**config.mk**
```make
export PLATFORM = sky130hd
export DESIGN_NAME = wildcard_glob_matcher_unit
export DESIGN_NICKNAME = d
export VERILOG_FILES = /design/src/hw/rtl/wgm_pkg.sv /design/src/hw/rtl/wgm_cell.sv /design/src/hw/rtl/wildcard_glob_matcher_unit.sv
export SDC_FILE = /design/constraint.sdc
export NUM_CORES = 1
export LEC_CHECK = 0
export BUFFER_PORTS_ARGS = -buffer_cell sky130_fd_sc_hd__buf_2
export CAP_MARGIN = 20
export CORE_MARGIN = 2
export CORE_UTILIZATION = 65
export DETAILED_ROUTE_END_ITERATION = 6
export PLACE_DENSITY_LB_ADDON = 0.05
export SYNTH_ARGS = -nofsm -noshare
export SYNTH_HDL_FRONTEND = slang
export SYNTH_SLANG_ARGS = --single-unit
```
**constraint.sdc**
```tcl
create_clock -name clk_i -period 4.9 [get_ports clk_i]
set_input_delay 1.225 -clock clk_i [delete_from_list [all_inputs] [get_ports clk_i]]
set_output_delay 1.225 -clock clk_i [all_outputs]
set_load 0.05 [all_outputs]
```
**src/hw/rtl/wgm_pkg.sv**
```systemverilog
// shared types and constants for the wildcard glob matcher
package wgm_pkg;

  localparam int unsigned MAX_PATTERN = 32;
  localparam int unsigned LenW = $clog2(MAX_PATTERN + 1);

  localparam logic [7:0] STAR_BYTE = 8'h2A;
  localparam logic [7:0] ANY_BYTE  = 8'h3F;

  typedef enum logic [1:0] {
    KIND_LOAD  = 2'd0,
    KIND_TEXT  = 2'd1,
    KIND_CLEAR = 2'd2,
    KIND_NONE  = 2'd3
  } kind_e;

  typedef struct packed {
    logic [1:0] kind;
    logic [7:0] symbol;
    logic       last;
  } in_item_t;

  typedef struct packed {
    logic matched;
    logic overflow;
  } out_item_t;

  // broadcast to every cell for the transfer being processed
  typedef struct packed {
    logic            take;
    kind_e           kind;
    logic [7:0]      symbol;
    logic            last;
    logic            room;
    logic [LenW-1:0] load_pos;
    logic [LenW-1:0] len_next;
  } cell_ctrl_t;

  // handed from one column to the next
  typedef struct packed {
    logic old;
    logic adv;
    logic emp;
  } chain_t;

endpackage

```
**src/hw/rtl/wgm_cell.sv**
```systemverilog
// one pattern column: stored byte, match bit and its recurrence
module wgm_cell import wgm_pkg::*; (
  input  logic            clk_i,
  input  logic            rst_ni,
  input  logic [LenW-1:0] idx_i,
  input  cell_ctrl_t      ctrl_i,
  input  chain_t          left_i,
  output chain_t          right_o
);

  logic [7:0] byte_q;
  logic       bit_q;
  logic       bit_d;
  logic       wr_en;
  logic [7:0] eff_byte;
  logic       active;
  logic       star;
  logic       hit;
  logic       adv;
  logic       emp;

  // pattern byte write for this column
  assign wr_en    = ctrl_i.take && (ctrl_i.kind == KIND_LOAD) && ctrl_i.room
                    && (ctrl_i.load_pos == idx_i);
  assign eff_byte = wr_en ? ctrl_i.symbol : byte_q;
  assign active   = idx_i < ctrl_i.len_next;

  // column recurrence, ripples through stars like a carry
  assign star = (eff_byte == STAR_BYTE);
  assign hit  = (eff_byte == ANY_BYTE) || (eff_byte == ctrl_i.symbol);
  assign adv  = active && (star ? (bit_q || left_i.adv) : (hit && left_i.old));
  assign emp  = active && star && left_i.emp;

  assign right_o = '{old: bit_q, adv: adv, emp: emp};

  // next match bit
  always_comb begin
    bit_d = bit_q;
    if (ctrl_i.take) begin
      unique case (ctrl_i.kind)
        KIND_LOAD:  bit_d = emp;
        KIND_TEXT:  bit_d = ctrl_i.last ? emp : adv;
        KIND_CLEAR: bit_d = 1'b0;
        default:    bit_d = bit_q;
      endcase
    end
  end

  always_ff @(posedge clk_i or negedge rst_ni) begin
    if (!rst_ni) begin
      bit_q <= 1'b0;
    end else begin
      bit_q <= bit_d;
    end
  end

  // pattern store, no reset
  always_ff @(posedge clk_i) begin
    if (wr_en) begin
      byte_q <= ctrl_i.symbol;
    end
  end

endmodule

```
**src/hw/rtl/wildcard_glob_matcher_unit.sv**
```systemverilog
// Glob matcher: the result is registered and valid in the cycle after the input transfer.
// Throughput one item per cycle while each result is taken; the star recurrence ripples through the
// row of column cells within that cycle, like a carry chain.
// A result held by a stalled receiver blocks the input until it is taken.
// Reset empties the pattern and sets the match row to bit zero only;
// the pattern byte store is not cleared.
module wildcard_glob_matcher_unit import wgm_pkg::*; (
  input  logic      clk_i,
  input  logic      rst_ni,
  input  logic      in_valid_i,
  output logic      in_ready_o,
  input  in_item_t  in_data_i,
  output logic      out_valid_o,
  input  logic      out_ready_i,
  output out_item_t out_data_o
);

  logic [LenW-1:0] len_q, len_d;
  logic [LenW-1:0] pos_q, pos_d;
  logic            row0_q, row0_d;
  logic            out_valid_q, out_valid_d;
  out_item_t       out_data_q, out_data_d;
  logic            take;
  logic            room;
  kind_e           kind;
  cell_ctrl_t      ctrl;
  chain_t          link [MAX_PATTERN + 1];

  assign in_ready_o = !out_valid_q || out_ready_i;
  assign take       = in_valid_i && in_ready_o;
  assign kind       = kind_e'(in_data_i.kind);
  assign room       = pos_q < LenW'(MAX_PATTERN);

  // pattern length, load position and row zero match bit
  always_comb begin
    len_d  = len_q;
    pos_d  = pos_q;
    row0_d = row0_q;
    if (take) begin
      unique case (kind)
        KIND_LOAD: begin
          if (room) begin
            pos_d = pos_q + LenW'(1);
            len_d = pos_q + LenW'(1);
          end
          if (in_data_i.last) begin
            pos_d = '0;
          end
          row0_d = 1'b1;
        end
        KIND_TEXT: begin
          row0_d = in_data_i.last;
        end
        KIND_CLEAR: begin
          len_d  = '0;
          pos_d  = '0;
          row0_d = 1'b1;
        end
        default: begin
          row0_d = row0_q;
        end
      endcase
    end
  end

  // control broadcast to the cells
  always_comb begin
    ctrl.take     = take;
    ctrl.kind     = kind;
    ctrl.symbol   = in_data_i.symbol;
    ctrl.last     = in_data_i.last;
    ctrl.room     = room;
    ctrl.load_pos = pos_q;
    ctrl.len_next = len_d;
  end

  // column zero sits at the head of the chain
  assign link[0] = '{old: row0_q, adv: 1'b0, emp: 1'b1};

  for (genvar k = 0; k < MAX_PATTERN; k++) begin : g_cell
    wgm_cell u_cell (
      .clk_i  (clk_i),
      .rst_ni (rst_ni),
      .idx_i  (LenW'(k)),
      .ctrl_i (ctrl),
      .left_i (link[k]),
      .right_o(link[k + 1])
    );
  end

  // result for this transfer
  always_comb begin
    out_valid_d = out_valid_q;
    out_data_d  = out_data_q;
    if (out_ready_i) begin
      out_valid_d = 1'b0;
    end
    if (take) begin
      out_valid_d         = 1'b1;
      out_data_d.overflow = (kind == KIND_LOAD) && !room;
      unique case (kind)
        KIND_LOAD:  out_data_d.matched = link[len_d].emp;
        KIND_TEXT:  out_data_d.matched = link[len_q].adv;
        KIND_CLEAR: out_data_d.matched = 1'b1;
        default:    out_data_d.matched = link[len_q].old;
      endcase
    end
  end

  always_ff @(posedge clk_i or negedge rst_ni) begin
    if (!rst_ni) begin
      len_q       <= '0;
      pos_q       <= '0;
      row0_q      <= 1'b1;
      out_valid_q <= 1'b0;
    end else begin
      len_q       <= len_d;
      pos_q       <= pos_d;
      row0_q      <= row0_d;
      out_valid_q <= out_valid_d;
    end
  end

  // result payload, no reset
  always_ff @(posedge clk_i) begin
    out_data_q <= out_data_d;
  end

  assign out_valid_o = out_valid_q;
  assign out_data_o  = out_data_q;

endmodule
```
==> results of run 1 <==
-- flip-flops by register name (all words and copies together), names as in the netlist --
| name | count |
|---|---|
| g_cell.u_cell.byte_q | 256 |
| g_cell.u_cell.bit_q | 32 |
| len_q | 6 |
| pos_q | 6 |
| out_data_o | 2 |
| out_valid_o | 1 |
| row0_q | 1 |
-- worst max-delay path, cell delays in order --
cell       delay, ns
buf_8           0.10
inv_4           0.06
ha_4            0.14
buf_8           0.11
buf_6           0.10
nor2b_4         0.04
o211ai_4        0.29
buf_6           0.15
a2bb2oi_4       0.05
inv_4           0.09
nor2_4          0.04
buf_12          0.14
clkbuf_4        0.18
buf_4           0.15
a21oi_1         0.13
nand3_1         0.12
or4b_2          0.72
nor2_1          0.29
buf_4           0.17
nand2_1         0.11
nor4_1          0.61
a31oi_1         0.22
o21ai_0         0.29
-- cell usage after synthesis, types with 6 or more instances --
master / count
dfxtp_1: 256
mux2_2: 248
xnor2_1: 177
nor2_1: 125
nand2_1: 102
nand4_1: 88
o21ai_0: 88
xor2_1: 82
a21oi_1: 68
clkbuf_1: 67
nand3_1: 65
nor3_1: 63
inv_1: 51
dfrtp_1: 45
buf_2: 41
mux2i_1: 41
nor4_1: 35
o211ai_1: 23
and3_1: 22
a31oi_1: 17
or3_1: 17
a211oi_1: 16
nand2b_1: 16
nor2b_1: 14
o22ai_1: 14
o31ai_1: 13
buf_4: 12
a21o_1: 10
a22oi_1: 10
buf_1: 10
o2111ai_1: 9
and2_1: 8
ha_1: 8
a2111oi_0: 7
a21boi_0: 6
and4_1: 6
nand4_2: 6
nand4_4: 6
o21a_1: 6
o221ai_1: 6
-- worst max path at each step --
stage	depth (start not counted)	slack, ns	end
global placement	20	-0.77	out_data_o[1]
global route	23	-0.31	out_data_o[1]
CTS	21	0.005	out_data_o[1]
detailed placement	23	-0.82	out_data_o[1]
finish	23	-0.15	g_cell[14].u_cell.bit_q
floorplan	21	0.0005	out_data_o[1]
-- per-stage QoR --
stage	hold slack [ns]	TNS, ns
CTS	0.527	0
global placement	0.499	-5.21
detailed placement	0.510	-7.23
finish	0.523	-0.274
floorplan	0.474	0
global route	0.541	-0.983
-- logic make-up after synthesis --
kind of cell               Yosys count
and+or+nand+nor                    633
xor gates and xnor gates           260
muxes                              295
DFF                                304
buffers and inverters              189
AOI/OAI and AO/OA                  368
adders and majority gates            8
-- power by group through the flow --
stage	sequential (mW)	combinational, mW	clock, mW
finish	2.80	1.33	2.37
global route	2.81	1.37	2.45
CTS	2.78	1.21	2.35
detailed placement	2.82	1.17	0
global placement	2.81	1.14	0
floorplan	2.77	0.718	0
-- timing repair --
action	4_1_cts	5_1_grt
endpoints found under the setup margin	3	4
setup buffers	11	40
gates resized for setup	37	109
pin swaps	12	50
-- layer usage --
layer	global-route usage (%)	vias up	routed length [um]
met5	0	-	0
met4	23.7	0	6070
met3	8.94	579	9200
met2	74.7	1649	34500
met1	57.2	9470	27800
li1	-	8311	-
-- area by class of cell --
| class | count | area (sq um) | area share [%] |
|---|---|---|---|
| Clock buffer | 48 | 921 | 3.79 |
| Clock inverter | 9 | 73.8 | 0.304 |
| Timing Repair Buffer | 466 | 3740 | 15.4 |
| Sequential cell | 304 | 6340 | 26.1 |
| Inverter | 56 | 220 | 0.907 |
| Multi-Input combinational cell | 1564 | 12500 | 51.5 |
| Tap cell | 384 | 480 | 1.98 |
==> reports/qor.yml, run 1 <==
run_status:
  status: "complete, but fails checks"
  violations: "setup timing"
critical_path:
  worstPathRequired_ns: 5.39
  rrSetupSlack_ns: -0.14
  cp-end-kind: "flop"
  cp_max_fo: 7
  rr_startpoint: "pos_q[2]"
  crit_path_start_kind: "input port"
  arrival_ns: 5.54
  r2r_end: "g_cell[14].u_cell.bit_q"
  worstSetupPathType: "in -> reg"
  reg2reg_depth: 17
  crit_start: "in_data_i[9]"
cells_and_area:
  final_cell_mix: "422 x buf_4, 256 x dfxtp_1, 248 x mux2_2"
  postLayoutCoreUtil_pct: 84.4
  final-instance-count-excl-fill: 2831
  final_area_sq_um: 24300
  area_delta_synth_final_pct: 27.5
  drive_gt1_share_pct: 37.5
  nets: 2446
  layout_commonest_cell: "buf_4"
  n_antenna_cell: 0
  fillers: 1522
logic_synthesis:
  syn_area_sq_um: 19000
  yosysTopAreaCell: "dfxtp_1"
  yosys_warnings: 0
  syn_area_per_cell_sq_um: 9.26
  synth_seq_cells: 304
  yosys-top-cells-area: "dfxtp_1 27%, mux2_2 15%, xnor2_1 8.1%"
  synth.area.mux_share_pct: 17.5
  synth_cells: 2057
  synth-main-ff-cell: "dfxtp_1"
  yosysSeqAreaShare_pct: 33.3
  synth_edf_count: 2
  async_flop_share_pct: 15.1
  synth-compound-area-share_pct: 13.4
  yosys.area_share.simple_pct: 19.0
  synth_xor_area_share_pct: 12.0
  yosysTopAreaCellShare_pct: 26.9
  synth_top_family_by_area: "simple AND/OR/NAND/NOR gates"
  syn-num-nets: 2080
  yosysUniqueCellTypes: 111
  synthAdderAreaFrac_pct: 0.526
job:
  max_cap_viol_count: 0
power_and_ir_drop:
  ir_drop_mv: 0.382
  power_mw: 6.51
  p_seq_share_pct: 43.0
  p_switching_mw: 2.05
  p_sw_share_pct: 31.5
  power.share.clock_pct: 36.5
  p_per_area_nw_per_um2: 268
  leakage_nw: 10.1
  pwr-share-comb_pct: 20.5
  p_int_mw: 4.45
floorplanning:
  die_h_um: 175
  die_w_um: 175
  core-area_sq_um: 28800
  rows: 62
  start_util_pct: 66.2
  num_io_pins: 19
  fp.dieArea_sq_um: 30700
placement:
  post-dp-hpwl_um: 51100
  place_area_sq_um: 22200
  placed_cells: 2724
  dp_slack_ns: -0.825
  place.port_buffers: 18
  gp_congestion: 1.06
min_path:
  hold_end: "g_cell[0].u_cell.byte_q[3]"
  min_path_type: "reg -> reg"
  min_from: "g_cell[0].u_cell.byte_q[3]"
  hold_depth: 1
sta:
  rsz0062_at_grt: "true"
  fmax_mhz: 198
  tightest_slew_ns: 1.07
  setup_viol: 4
  setup_ws_ns: -0.155
  min_period_ns: 5.05
  period_share_pct: 103
  slew_viol_final: 0
  timing_hold_violations_final: 0
  skew_ns: 0.0168
  max_slew_margin_pct: 28.7
drt:
  viasPerCell: 7.07
  post-route-drc-count: 0
  wl_um: 77600
  drtPass1Iterations: 7
  wl_per_cell_um: 27.4
  initialDrtViolationCount: 3037
  num_vias: 20009
  final_antenna_net_count: 0
global_route:
  antenna_found_initial: 1
  grt_pass1_vias: 19315
  track_usage_pct: 45.7
  grt_first_pass_wirelength_um: 110000
  grt_max_degree: 33
  overflow: 0
cts:
  root_buffer: "clkbuf_16"
  cts.htree.levels: 1
  cts-hold-fix-buffers: 0
  cts.clk_slew.worst_paths_ns: 0.07
  tritoncts: "built"
  cts.sinks: 304
  cts_buffer_depth: 3
  clock_latency_ns: 0.60
  numCtsBuffers: 31
No activity file was read; power rests on OpenSTA's default activity.
==> run 2, diff against run 1 <==
Settings changed: CORE_UTILIZATION 65 to 32.
==> run 2 against run 1 <==
The run now ends clean. Via count down 11%. Core utilization down 41 points. Wire length down 3.7%. Sequential power down 1%. Critical path type unchanged. Highest routed layer unchanged.
==> reports/qor.yml, run 2 (synthesized netlist as in run 1, its figures left out) <==
critical_path:
  r2r_end: "out_data_o[1]"  # was g_cell[14].u_cell.bit_q
  cp_max_fo: 5  # was 7
  rr_startpoint: "pos_q[0]"  # was pos_q[2]
  crit_path_start_kind: "input port"  # unchanged
  crit_start: "in_data_i[10]"  # was in_data_i[9]
  reg2reg_depth: 21  # was 17
  worstPathRequired_ns: 5.21  # was 5.39 ns
  cp-end-kind: "flop"  # unchanged
  rrSetupSlack_ns: 0.23  # was -0.14 ns
  arrival_ns: 5.09  # was 5.54 ns
  worstSetupPathType: "in -> reg"  # unchanged
  crit_path_end: "out_data_o[1]"  # was g_cell[14].u_cell.bit_q
cells_and_area:
  fillers: 5777  # was 1,522
  final-instance-count-excl-fill: 3303  # was 2,831
  regArea_sq_um: 6340  # about the same
  top_regs: "g_cell.u_cell.byte_q x256, g_cell.u_cell.bit_q x32"  # unchanged
  final_area_sq_um: 25400  # was 24,300 sq um
  multi_input_area_sq_um: 12300  # was 12,500 sq um
  final_cell_mix: "495 x buf_4, 256 x dfxtp_1, 246 x mux2_2"  # was 422 x buf_4, 256 x dfxtp_1, 248 x mux2_2
  nets: 2524  # was 2,446
  largest_reg_flops: 256  # unchanged
  area_delta_synth_final_pct: 33.6  # was 27.5%
  layout_commonest_cell: "buf_4"  # unchanged
  drive_gt1_share_pct: 38.6  # was 37.5%
  top_register: "g_cell.u_cell.byte_q"  # unchanged
min_path:
  min_path_type: "reg -> reg"  # unchanged
drt:
  post-route-drc-count: 0  # unchanged
  initialDrtViolationCount: 1056  # was 3,037
  viasPerCell: 5.38  # was 7.07
  wl_um: 74800  # was 77,600 um
  drtPass1Iterations: 7  # unchanged
  wl_per_cell_um: 22.6  # was 27.4 um
  final_antenna_net_count: 0  # unchanged
  num_vias: 17777  # was 20.0k
sta:
  skew_ns: 0.0244  # was 0.0168 ns
  fmax_mhz: 209  # was 198 MHz
  max_slew_margin_pct: 36.6  # was 28.7%
  min_period_ns: 4.78  # was 5.05 ns
  setup_viol: 0  # was 4
  setup_ws_ns: 0.124  # was -0.155 ns
  period_share_pct: 97.5  # was 103%
  slew_viol_final: 0  # unchanged
  tightest_slew_ns: 0.951  # was 1.07 ns
  rsz0062_at_grt: "true"  # unchanged
  tns_ns: 0  # was -0.274 ns
  timing_hold_violations_final: 0  # unchanged
job:
  max_cap_viol_count: 0  # unchanged
cts:
  cts.sinks: 304  # unchanged
  cts.htree.levels: 2  # was 1
  cts.clk_slew.worst_paths_ns: 0.06  # was 0.07 ns
  numCtsBuffers: 39  # was 31
  tritoncts: "built"  # unchanged
  cts-hold-fix-buffers: 0  # unchanged
  root_buffer: "clkbuf_16"  # unchanged
  clock_latency_ns: 0.57  # was 0.60 ns
  cts_buffer_depth: 3  # unchanged
global_route:
  grt_max_degree: 27  # was 33
  overflow: 0  # unchanged
  antenna_found_initial: 0  # was 1
  track_usage_pct: 24.3  # was 45.7%
  grt_pass1_vias: 17715  # was 19.3k
  grt_first_pass_wirelength_um: 113000  # was 110,000 um
placement:
  dp_slack_ns: -1.15  # was -0.825 ns
  gp_congestion: 0.994  # was 1.06
  place.port_buffers: 18  # unchanged
  post-dp-hpwl_um: 58900  # was 51,100 um
  placed_cells: 3201  # was 2,724
  place_area_sq_um: 23500  # was 22,200 sq um
run_status:
  status: "complete, no violations"  # was complete, but fails checks
floorplanning:
  rows: 89  # was 62
  core-area_sq_um: 58900  # was 28,800 sq um
  die_w_um: 248  # was 175 um
  start_util_pct: 32.3  # was 66.2%
  die_h_um: 248  # was 175 um
  fp.dieArea_sq_um: 61500  # was 30,700 sq um
  num_io_pins: 19  # unchanged
power_and_ir_drop:
  leakage_nw: 10.6  # was 10.1 nW
  p_per_area_nw_per_um2: 273  # was 268 nW/um^2
  ir_drop_mv: 0.246  # was 0.382 mV
  power.share.clock_pct: 41.1  # was 36.5%
  pwr-share-comb_pct: 19.1  # was 20.5%
  p_sw_share_pct: 29.5  # was 31.5%
  p_int_mw: 4.90  # was 4.45 mW
  p_switching_mw: 2.05  # about the same
  p_seq_share_pct: 39.8  # was 43.0%
[run 2: worst max-delay path, cell delays in order]
cell      delay [ns]
buf_6           0.08
inv_4           0.03
ha_4            0.18
and3b_2         0.24
buf_4           0.17
nand4_1         0.10
buf_4           0.16
mux2_2          0.35
o21bai_2        0.25
buf_4           0.18
nor3_2          0.16
buf_4           0.15
nand2_1         0.10
o211a_1         0.31
o22ai_4         0.22
a21oi_2         0.07
a311o_2         0.38
o31ai_4         0.25
buf_4           0.17
nand3_1         0.07
o211ai_1        0.13
a211oi_2        0.10
[run 2: per-stage QoR]
step	hold slack (ns)	util, %	total power, mW
after detailed placement	0.508	39.9	4.07
after global routing	0.532	43.2	7.25
after global placement	0.503	39.9	4.07
after CTS	0.522	42.5	7.01
after floorplan	0.474	-	3.49
final	0.517	43.2	6.95
[run 2: what timing repair did]
action | 4_1_cts | 5_1_grt
gates resized for setup | 33 | 64
pin swaps | 14 | 22
setup endpoints to repair | 6 | 8
buffers inserted | 10 | 22
[run 2: final cells by class]
class / count / area share [%]
clock inverter: 8 / 0.231
tap: 773 / 3.80
sequential: 304 / 24.9
timing repair buffer: 536 / 17.1
antenna: 1 / 0.00984
multi-input combinational: 1564 / 48.2
clock buffer: 61 / 4.80
inverter: 56 / 0.876
[run 2: worst min path at each step]
| stage | startpoint | endpoint | cells after the start |
|---|---|---|---|
| final | g_cell[30].u_cell.byte_q[6] | g_cell[30].u_cell.byte_q[6] | 1 |
| after global placement | g_cell[2].u_cell.byte_q[1] | g_cell[2].u_cell.byte_q[1] | 1 |
| after CTS | g_cell[30].u_cell.byte_q[6] | g_cell[30].u_cell.byte_q[6] | 1 |
| after detailed placement | g_cell[30].u_cell.byte_q[6] | g_cell[30].u_cell.byte_q[6] | 1 |
| after global routing | g_cell[30].u_cell.byte_q[6] | g_cell[30].u_cell.byte_q[6] | 1 |
| after floorplan | g_cell[7].u_cell.bit_q | g_cell[7].u_cell.bit_q | 2 |
[run 2: metal layers]
layer  share of wire (%)  global-route usage, %  wire length (um)  vias up
met3                 4.2                   3.28              3170      104
met1                  47                   32.9             34900     8830
met5                   0                      0                 0        -
li1                    -                      -                 -     8447
met2                  46                   40.1             34300      396
met4                 3.1                   7.04              2300        0
[run 2: power by group through the flow]
stage / sequential, mW / clock [mW] / combinational [mW]
3_3_place_gp: 2.81 / 0 / 1.26
4_1_cts: 2.76 / 2.96 / 1.29
6_report: 2.76 / 2.86 / 1.33
5_1_grt: 2.78 / 3.06 / 1.41
3_5_place_dp: 2.81 / 0 / 1.26
2_1_floorplan: 2.77 / 0 / 0.718
==> run 3, diff against run 2 <==
Settings changed: CORE_UTILIZATION 32 to 51.
==> run 3 against run 2 <==
Critical endpoint unchanged. Die area down 37%. Non-clock buffer count fell by 77. Worst setup slack got worse by 0.14 ns. Core utilization rose by 23 points. Flip-flop and latch count unchanged. The run now ends with setup timing left.
==> reports/qor.yml, run 3 (synthesized netlist as in run 1, its figures left out) <==
run_status:
  status: "complete, but fails checks"  # was complete, no violations
  violations: "setup timing"
power_and_ir_drop:
  p_sw_share_pct: 29.0  # was 29.5%
  p_switching_mw: 1.96  # was 2.05 mW
  power.share.clock_pct: 40.7  # was 41.1%
  leakage_nw: 10.1  # was 10.6 nW
  p_seq_share_pct: 40.9  # was 39.8%
  pwr-share-comb_pct: 18.4  # was 19.1%
  p_per_area_nw_per_um2: 280  # was 273 nW/um^2
  ir_drop_mv: 0.364  # was 0.246 mV
  p_int_mw: 4.80  # was 4.90 mW
  power_mw: 6.76  # was 6.95 mW
critical_path:
  max_stage_delay_ns: 0.43  # was 0.38 ns
  crit_path_start_kind: "input port"  # unchanged
  cp-end-kind: "flop"  # unchanged
  crit_start: "in_data_i[10]"  # unchanged
  worstSetupPathType: "in -> reg"  # unchanged
  cp_max_fo: 7  # was 5
  worstPathRequired_ns: 5.29  # was 5.21 ns
  arrival_ns: 5.31  # was 5.09 ns
  path_cells: "buf_8, inv_4, ha_4, buf_8, and3b_2, buf_6, nand4_1, mux2_4, a32o_2, nor2_4, nand2_2, o311ai_4, nand2_2, a21o_4, buf_6, a2111oi_4, nor2_1, a311o_1, a2111oi_4, nor3_2, a211oi_2"  # was buf_6, inv_4, ha_4, and3b_2, buf_4, nand4_1, buf_4, mux2_2, o21bai_2, buf_4, nor3_2, buf_4, nand2_1, o211a_1, o22ai_4, a21oi_2, a311o_2, o31ai_4, buf_4, nand3_1, o211ai_1, a211oi_2
  rr_startpoint: "pos_q[0]"  # unchanged
  worst_path_max_delay_cell: "a2111oi_4"  # was a311o_2
sta:
  timing_hold_violations_final: 0  # unchanged
  tightest_slew_ns: 1.07  # was 0.951 ns
  slew_viol_final: 0  # unchanged
  period_share_pct: 100  # was 97.5%
  tns_ns: -0.0147  # was 0 ns
  min_period_ns: 4.91  # was 4.78 ns
  rsz0062_at_grt: "true"  # unchanged
  fmax_mhz: 203  # was 209 MHz
  setup_viol: 1  # was 0
  skew_ns: 0.0184  # was 0.0244 ns
  setup_ws_ns: -0.0147  # was 0.124 ns
  max_slew_margin_pct: 28.9  # was 36.6%
  hold_slack_ns: 0.521  # was 0.517 ns
floorplanning:
  rows: 70  # was 89
  die_w_um: 197  # was 248 um
  start_util_pct: 51.9  # was 32.3%
  core-area_sq_um: 36700  # was 58,900 sq um
  die_h_um: 197  # was 248 um
  fp.dieArea_sq_um: 38900  # was 61,500 sq um
  num_io_pins: 19  # unchanged
cts:
  root_buffer: "clkbuf_16"  # unchanged
  tritoncts: "built"  # unchanged
  clock_latency_ns: 0.56  # was 0.57 ns
  cts.htree.levels: 2  # unchanged
  numCtsBuffers: 36  # was 39
  cts.clk_slew.worst_paths_ns: 0.06  # about the same
  cts_buffer_depth: 3  # unchanged
  cts.sinks: 304  # unchanged
  cts-hold-fix-buffers: 0  # unchanged
drt:
  wl_per_cell_um: 22.6  # about the same
  drtPass1Iterations: 5  # was 7
  post-route-drc-count: 0  # unchanged
  wl_um: 66000  # was 74,800 um
  final_antenna_net_count: 0  # unchanged
  initialDrtViolationCount: 1337  # was 1,056
  viasPerCell: 6.04  # was 5.38
  num_vias: 17602  # was 17.8k
cells_and_area:
  nets: 2444  # was 2,524
  postLayoutCoreUtil_pct: 65.8  # was 43.2%
  n_antenna_cell: 0  # was 1
  top_regs: "g_cell.u_cell.byte_q x256, g_cell.u_cell.bit_q x32"  # unchanged
  largest_reg_flops: 256  # unchanged
  final_cell_mix: "430 x buf_4, 256 x dfxtp_1, 248 x mux2_2"  # was 495 x buf_4, 256 x dfxtp_1, 246 x mux2_2
  drive_gt1_share_pct: 35.9  # was 38.6%
  layout_commonest_cell: "buf_4"  # unchanged
  area_delta_synth_final_pct: 26.9  # was 33.6%
  top_register: "g_cell.u_cell.byte_q"  # unchanged
min_path:
  min_from: "g_cell[2].u_cell.byte_q[1]"  # was g_cell[30].u_cell.byte_q[6]
  min_path_type: "reg -> reg"  # unchanged
global_route:
  track_usage_pct: 34.1  # was 24.3%
  grt_pass1_vias: 17415  # was 17.7k
  grt_max_degree: 47  # was 27
  grt_first_pass_wirelength_um: 102000  # was 113,000 um
  overflow: 0  # unchanged
  antenna_found_initial: 1  # was 0
placement:
  gp_congestion: 1.01  # was 0.994
  post-dp-hpwl_um: 51000  # was 58,900 um
  place.port_buffers: 18  # unchanged
job:
  max_cap_viol_count: 0  # unchanged
[run 3: cell types whose count changed in the layout (fill, tap and decap cells not counted), moves of 4 or more]
cell / change
o31ai_1: +4
nor2_1: +4
buf_12: -10
buf_4: -65
clkbuf_16: -4
[run 3: what timing repair did]
action	in CTS	in global routing
buffers inserted	1	10
setup endpoints to repair	1	8
gates resized for setup	6	56
pin swaps	0	21
hold endpoints to repair	0	0
[run 3: final timing paths]
check | slack (ns) | to | cells past startpoint
max | -0.01 | out_data_o[1] | 21
min | 0.52 | g_cell[2].u_cell.byte_q[1] | 1
max reg2reg | 0.07 | out_data_o[1] | 19
min reg2reg | 0.52 | g_cell[2].u_cell.byte_q[1] | 1
max in group asynchronous | 3.61 | pos_q[2] | 2
min in group asynchronous | 0.80 | g_cell[5].u_cell.bit_q | 2
[run 3: through the flow]
step | instances | worst slack (ns) | instance area (sq um)
after floorplan | 2057 | 0.000481 | 19100
after global placement | 2840 | -0.580 | 22600
after detailed placement | 2840 | -0.605 | 22600
after CTS | 2906 | 0.00453 | 23800
after global routing | 2916 | -0.179 | 24200
final | 2916 | -0.0147 | 24200
[run 3: worst max-delay path: cells and delay by family]
| family | cells | cell delay, ns |
|---|---|---|
| AOI/OAI and AO/OA | 7 | 2.14 |
| and+or+nand+nor | 7 | 0.93 |
| buffers and inverters | 5 | 0.52 |
| adders and majority gates | 1 | 0.14 |
| muxes | 1 | 0.34 |
[run 3: routing by layer]
layer | up-vias | share of wire (%) | GRT usage [%]
met3 | 112 | 7.3 | 6.44
li1 | 8311 | - | -
met2 | 591 | 45 | 54.2
met4 | 0 | 3.6 | 13.1
met5 | - | 0 | 0
met1 | 8588 | 45 | 45.7
[run 3: power by group through the flow]
stage / clock network [mW] / logic [mW] / registers, mW
2_1_floorplan: 0 / 0.718 / 2.77
3_3_place_gp: 0 / 1.18 / 2.80
3_5_place_dp: 0 / 1.18 / 2.81
4_1_cts: 2.80 / 1.19 / 2.76
5_1_grt: 2.89 / 1.32 / 2.78
6_report: 2.75 / 1.24 / 2.76
[run 3: cell type report]
cell class              instances  area [sq um]
multi-input cells            1564         12100
fillers                      3122         12500
well taps                     468           586
clock inverters                10           113
inverters                      56           218
flip-flops and latches        304          6340
repair buffers                459          3640
clock buffers                  55          1120
